File: src/sv/polyline_area_simplifier_macros.svh
// Assertion macros shared by the simplifier RTL.
`ifndef POLYLINE_AREA_SIMPLIFIER_MACROS_SVH
`define POLYLINE_AREA_SIMPLIFIER_MACROS_SVH

// Same-cycle implication, checked outside reset.
`define PAS_ASSERT_NOW(lbl, clk, rst, ante, cons) \
  lbl: assert property (@(posedge clk) disable iff (rst) (ante) |-> (cons)) \
    else $error("pas assertion failed");

// Next-cycle implication, checked outside reset.
`define PAS_ASSERT_NEXT(lbl, clk, rst, ante, cons) \
  lbl: assert property (@(posedge clk) disable iff (rst) (ante) |=> (cons)) \
    else $error("pas assertion failed");

`endif

File: src/sv/pas_pkg.sv
// Shared constants and types for the polyline area simplifier.
package pas_pkg;

  localparam int MAX_POINTS_DEF  = 64;
  localparam int COORD_WIDTH_DEF = 16;
  localparam int TARGET_W        = 7;
  localparam logic [TARGET_W-1:0] MIN_TARGET = 7'd2;

  typedef enum logic {
    OP_LOAD     = 1'b0,
    OP_SIMPLIFY = 1'b1
  } pas_op_t;

  typedef struct packed {
    logic pt;
    logic cost;
    logic stamp;
    logic prev;
    logic next;
  } pas_wen_t;

endpackage

File: src/sv/pas_area.sv
// Shared doubled-triangle-area unit: one multiplier used for both products.
module pas_area #(
  parameter int COORD_WIDTH = pas_pkg::COORD_WIDTH_DEF
) (
  input  logic                          clk,
  input  logic                          rst,
  input  logic                          start,
  input  logic signed [COORD_WIDTH-1:0] ax,
  input  logic signed [COORD_WIDTH-1:0] ay,
  input  logic signed [COORD_WIDTH-1:0] bx,
  input  logic signed [COORD_WIDTH-1:0] by,
  input  logic signed [COORD_WIDTH-1:0] cx,
  input  logic signed [COORD_WIDTH-1:0] cy,
  output logic                          done,
  output logic [2*COORD_WIDTH+1:0]      cost
);
  localparam int DW = COORD_WIDTH + 1;
  localparam int PW = 2 * DW;

  typedef enum logic [4:0] {
    A_IDLE = 5'b00001,
    A_M1   = 5'b00010,
    A_M2   = 5'b00100,
    A_SUB  = 5'b01000,
    A_DONE = 5'b10000
  } area_state_t;

  area_state_t          state;
  logic signed [DW-1:0] dx1, dy1, dx2, dy2;
  logic signed [DW-1:0] op_a, op_b;
  logic signed [PW-1:0] prod, p1, p2;
  logic signed [PW:0]   diff;

  assign op_a = (state == A_M1) ? dx1 : dy1;
  assign op_b = (state == A_M1) ? dy2 : dx2;
  assign prod = op_a * op_b;
  assign diff = (PW+1)'(p1) - (PW+1)'(p2);
  assign done = (state == A_DONE);

  always_ff @(posedge clk) begin
    if (rst) begin
      state <= A_IDLE;
    end else begin
      unique case (state)
        A_IDLE: begin
          if (start) begin
            dx1   <= DW'(bx) - DW'(ax);
            dy1   <= DW'(by) - DW'(ay);
            dx2   <= DW'(cx) - DW'(ax);
            dy2   <= DW'(cy) - DW'(ay);
            state <= A_M1;
          end
        end
        A_M1: begin
          p1    <= prod;
          state <= A_M2;
        end
        A_M2: begin
          p2    <= prod;
          state <= A_SUB;
        end
        A_SUB: begin
          cost  <= diff[PW] ? PW'(-diff) : PW'(diff);
          state <= A_DONE;
        end
        A_DONE: state <= A_IDLE;
        default: state <= A_IDLE;
      endcase
    end
  end
endmodule

File: config.mk
export PLATFORM = sky130hd
export DESIGN_NAME = pas_area
export DESIGN_NICKNAME = d
export VERILOG_FILES = /design/src/sv/polyline_area_simplifier_macros.svh /design/src/sv/pas_pkg.sv /design/src/sv/pas_area.sv
export SDC_FILE = /design/constraint.sdc
export NUM_CORES = 1
export LEC_CHECK = 0
export BUFFER_PORTS_ARGS = -buffer_cell sky130_fd_sc_hd__buf_4
export CORE_MARGIN = 2
export CORE_UTILIZATION = 61
export DETAILED_ROUTE_END_ITERATION = 8
export GPL_TIMING_DRIVEN = 1
export PLACE_DENSITY = 0.81
export SLEW_MARGIN = 20
export SYNTH_ARGS = -nofsm -noshare
export SYNTH_HDL_FRONTEND = slang
export SYNTH_SLANG_ARGS = --single-unit
File: constraint.sdc
create_clock -name clk -period 10 [get_ports clk]
set_input_delay 1.5 -clock clk [delete_from_list [all_inputs] [get_ports clk]]
set_output_delay 1.5 -clock clk [all_outputs]
set_load 0.02 [all_outputs]
### Word level (Yosys, flattened, before mapping)

Cells that the tools add are included.

* word-level logic and storage cells: 31
* output and inout port bits: 35
* input bits: 99
* register bits after elaboration: 175

* bitwise gates (word level): 1
* equality and inequality tests: 6
* add/sub/neg operators: 6
* multiplexer cells: 5
* reduce and logical (&&, ||, !) cells: 4
* multiply operators: 1

Operator list (count)
* subtractor 16 x 16 -> 17 bit: 4
* subtractor 34 x 34 -> 35 bit: 1
* multiplier 17 x 17 -> 34 bit: 1
* two-way mux 17 bit: 2
* two-way mux 34 bit: 1
* negator 34 bit: 1
* case mux 5 bit (4 select lines): 1
* AND reduction 2 bit: 3
* == test 5 x 1 -> 1 bit (second input constant): 1
* == test 5 x 2 -> 1 bit (second input constant): 1
* == test 5 x 3 -> 1 bit (second input constant): 1
* == test 5 x 4 -> 1 bit (second input constant): 1
* == test 5 bit (second input constant): 1
* two-way mux 5 bit: 1
* AND reduction 3 bit: 1
* inequality test 2 bit (second input constant): 1
* inverter 1 bit: 1

### Depth between registers and ports, before layout

* depth in word-level cells: 3
* gate-level depth with buffers: 31
* gate-level depth less buffers: 27

### Worst setup path after synthesis

Ideal clock, no wire load.

* path kind: input port to flip-flop
* from: in rst
* to: reg dx1[0] (enable)
* setup slack: 1.169 ns
* arrival: 8.162 ns
* stages: 1
* path through: nor4_1

* cells in the longest elaborated chain, start to end: 2

Ends and longest elaborated chain
* from (decl): RTL line pas_area.sv:6 `input logic rst,`
* inverter 1 bit (no line)
* AND reduction 3 bit (no line)
* to (signal assigned): RTL line pas_area.sv:47 `dx1 <= DW'(bx) - DW'(ax);`
* to (decl): RTL line pas_area.sv:29 `logic signed [DW-1:0] dx1, dy1, dx2, dy2;`

No other way between the ends.
A chain may end at the register's enable or synchronous reset.

### Worst setup path in the final report

* from: reg state[2]
* to: reg p2[33], data pin

* cells in the longest elaborated chain, start to end: 3
* elaborated cells between the ends (all ways): 4

Ends and longest elaborated chain
* from (decl): RTL line pas_area.sv:28 `area_state_t state;`
* from (signal assigned): RTL line pas_area.sv:42 `state <= A_IDLE;`
* from (signal assigned): RTL line pas_area.sv:51 `state <= A_M1;`
* from (signal assigned): RTL line pas_area.sv:56 `state <= A_M2;`
* == test 5 x 2 -> 1 bit *: RTL line pas_area.sv:34, pas_area.sv:35
* two-way mux 17 bit, on equally long branches: RTL line pas_area.sv:34, pas_area.sv:35
* multiplier 17 x 17 -> 34 bit *: RTL line pas_area.sv:36 `assign prod = op_a * op_b;`
* via prod[33]: RTL line pas_area.sv:31 `logic signed [PW-1:0] prod, p1, p2;`
* to (signal assigned): RTL line pas_area.sv:59 `p2 <= prod;`
* to (decl): RTL line pas_area.sv:31

The timed path passes the listed nets; every way through them passes the cells marked *.

==> results.cfg <==
[outcome]
status = finished clean

[yosys]
synth_edf_count = 170
synth_cell_type_count = 78
synth.net_count = 2912
yosys_register_bits = 175
ys_seq_area_share_pct = 23.2
synthCells = 2328
synth_top_area_share_pct = 26.9
syn_area_sq_mm = 0.0224
yosysWarnings = 0
synthFlopType = edfxtp_1
yosysTopAreaCell = fa_1
async_flop_share_pct = 0
synthTopCellsByArea = fa_1 (27%), edfxtp_1 (23%), ha_1 (10%), inv_1 (7.3%), nor2_1 (4.4%)
avgSynthCellArea_sq_um = 9.62

[clocking]
postCtsHoldBufs = 0
post_cts_resized = 0
cts_buffers = 17
tritoncts = built
clkLatencyLatePin_ns = 0.46
clock-sinks = 175
path_clk_slew_ns = 0.07
post_cts_buffers = 0
root_buffer = clkbuf_16
htreeDepth = 4
ctsLongestPathBuffers = 2

[sta]
hold_violations = 0
worst_pin_slew_ns = 0.991
post-route-period-util_pct = 91.3
fin_tns_setup_ns = 0
fin_skew_ns = 0.0146
fin_crit_ns = 9.13
setup_viol = 0
drv_slew = 0
rsz0062_at_grt = false
relSlewSlack_pct = 32.1
max_freq_mhz = 110

[worst_setup_path]
path_max_fanout = 38
path_delay_family = adder cells
crit_path_cell_trace = nor2_1, nand3_4, mux2i_1, nor2_1, fa_1, fa_1, fa_1, fa_1, fa_1, inv_1, fa_1, inv_1, ha_1, nand2_1, or2_2, nor2_1, o21ai_0, a31oi_1, o211ai_1, a21oi_1, o41ai_2, mux2i_1, a2111oi_0
critical_path_buf_inv_count = 2
worstPathRequired_ns = 10.16
slowest_stage = mux2i_1
worst_ep_arrival_time_ns = 9.30
crit_type = reg2reg
worstSetupEndpointType = flip-flop
crit_top_cell = fa_1
critPathLaunchType = flip-flop
max_stage_delay_ns = 0.94

[global_route]
antenna_found_initial = 0
grt_pass1_vias = 17426
grt_pass1_wl_mm = 88.1
track_usage_pct = 29.8
overflow = 0
grt_max_degree = 69

[final_layout]
area_delta_synth_final_pct = 9.83
multiInputGateArea_sq_mm = 0.0154
layout.cells.non_filler = 2944
register_area_sq_mm = 0.00520
n_fill_cell = 2797
fin_nets = 3047
drive_above_1_share_pct = 10.9
antennaDiodeCount = 0
layout_common_cells = inv_1 (437), fa_1 (301), nor2_1 (262)
mostFrequentLayoutCell = inv_1

[min_path]
holdCritPathClass = reg2reg

[floorplanning]
boundaryPins = 134
rows = 70
die_h_microns = 196
die_width_microns = 196
core_area_sq_mm = 0.0363
dieArea_sq_mm = 0.0383
initial_utilization_pct = 61.6

[routing]
wire_per_inst_microns = 18.7
detail_route.first_pass.iterations = 7
wirelength_mm = 54.9
drt-initial-drc-count = 1143
vias = 16813
ant_nets = 0
vias_per_cell = 5.71
drc = 0

[placed_design]
dp.cells = 2912
portBuffers = 133
hpwlAfterDp_mm = 45.6
gp_congestion = 0.971

[job]
cap_violations = 0
-- flip-flops by register name, indices dropped and copies added, names as in the netlist --
| register | count |
|---|---|
| dx1 | 17 |
| p1 | 34 |
| cost | 34 |
| dy1 | 17 |
| dx2 | 17 |
| state | 5 |
| p2 | 34 |
| dy2 | 17 |
-- cell usage after synthesis (all sizes together) (5+ instances only) --
library cell and count:
and3 22, a211o 10, nor3 29, nand2b 17, mux2i 36, o211ai 8
nand3 31, nand2 207, xor2 37, edfxtp 170, nand4 8, o211a 5
o21ai 71, ha 184, dfxtp 5, nor2 263, inv 437, a21oi 96
xnor2 83, buf 10, and3b 5, a2111oi 5, a31oi 17, o21a 13
o21bai 7, fa 301, nor2b 15, a211oi 15, mux2 26, o31ai 14
a21o 29, or3 15, nor3b 5, o41ai 6, or2 21, a21boi 18
nor4 7, and2 6, a31o 6, clkbuf 32
-- path summary, 6_finish.rpt --
check	end	start	slack, ns	depth (start not counted)
max reg2reg	p2[33]	state[2]	0.87	23
max	p2[33]	state[2]	0.87	23
min	state[1]	state[4]	0.56	1
min reg2reg	state[1]	state[4]	0.56	1
-- cell type report --
cell class                 count  area share [%]
multi-input combinational   1674            62.7
clock buffer                  17            1.73
tap                          468            2.38
clock inverter                15           0.565
timing repair buffer         158            4.82
inverter                     437            6.67
sequential                   175            21.2
-- routing by layer --
layer / global-route usage, % / share of wire (%) / vias to the layer above
met5: 0 / 0 / -
met4: 10.4 / 2.9 / 0
met3: 3.85 / 5.5 / 99
met2: 52.4 / 49 / 589
met1: 38.0 / 43 / 8217
li1: - / - / 7908
-- logic make-up (layout without fill, tap and decap cells) --
kind of cell               count (synthesis)  in the layout  share of synthesized area [%]
and+or+nand+nor                          665            665                           13.4
adders and majority gates                485            485                           37.2
buffers and inverters                    479            627                           8.10
AOI/OAI and AO/OA                        341            341                           10.4
DFF                                      175            175                           23.2
xor gates and xnor gates                 121            121                           4.79
muxes                                     62             62                           2.92
-- through the flow --
step	utilization (%)	hold slack [ns]	area, sq um	setup slack (ns)
after floorplan	-	0.459	22400	1.17
after global placement	66.1	0.491	24000	1.40
after detailed placement	66.1	0.551	24000	0.964
after CTS	67.7	0.551	24600	0.918
after global routing	67.7	0.565	24600	0.246
final	67.7	0.556	24600	0.868
Power is left out: the tool's default activity adds up to more than one toggle a clock period on the data nets, which glitch-free logic cannot reach.
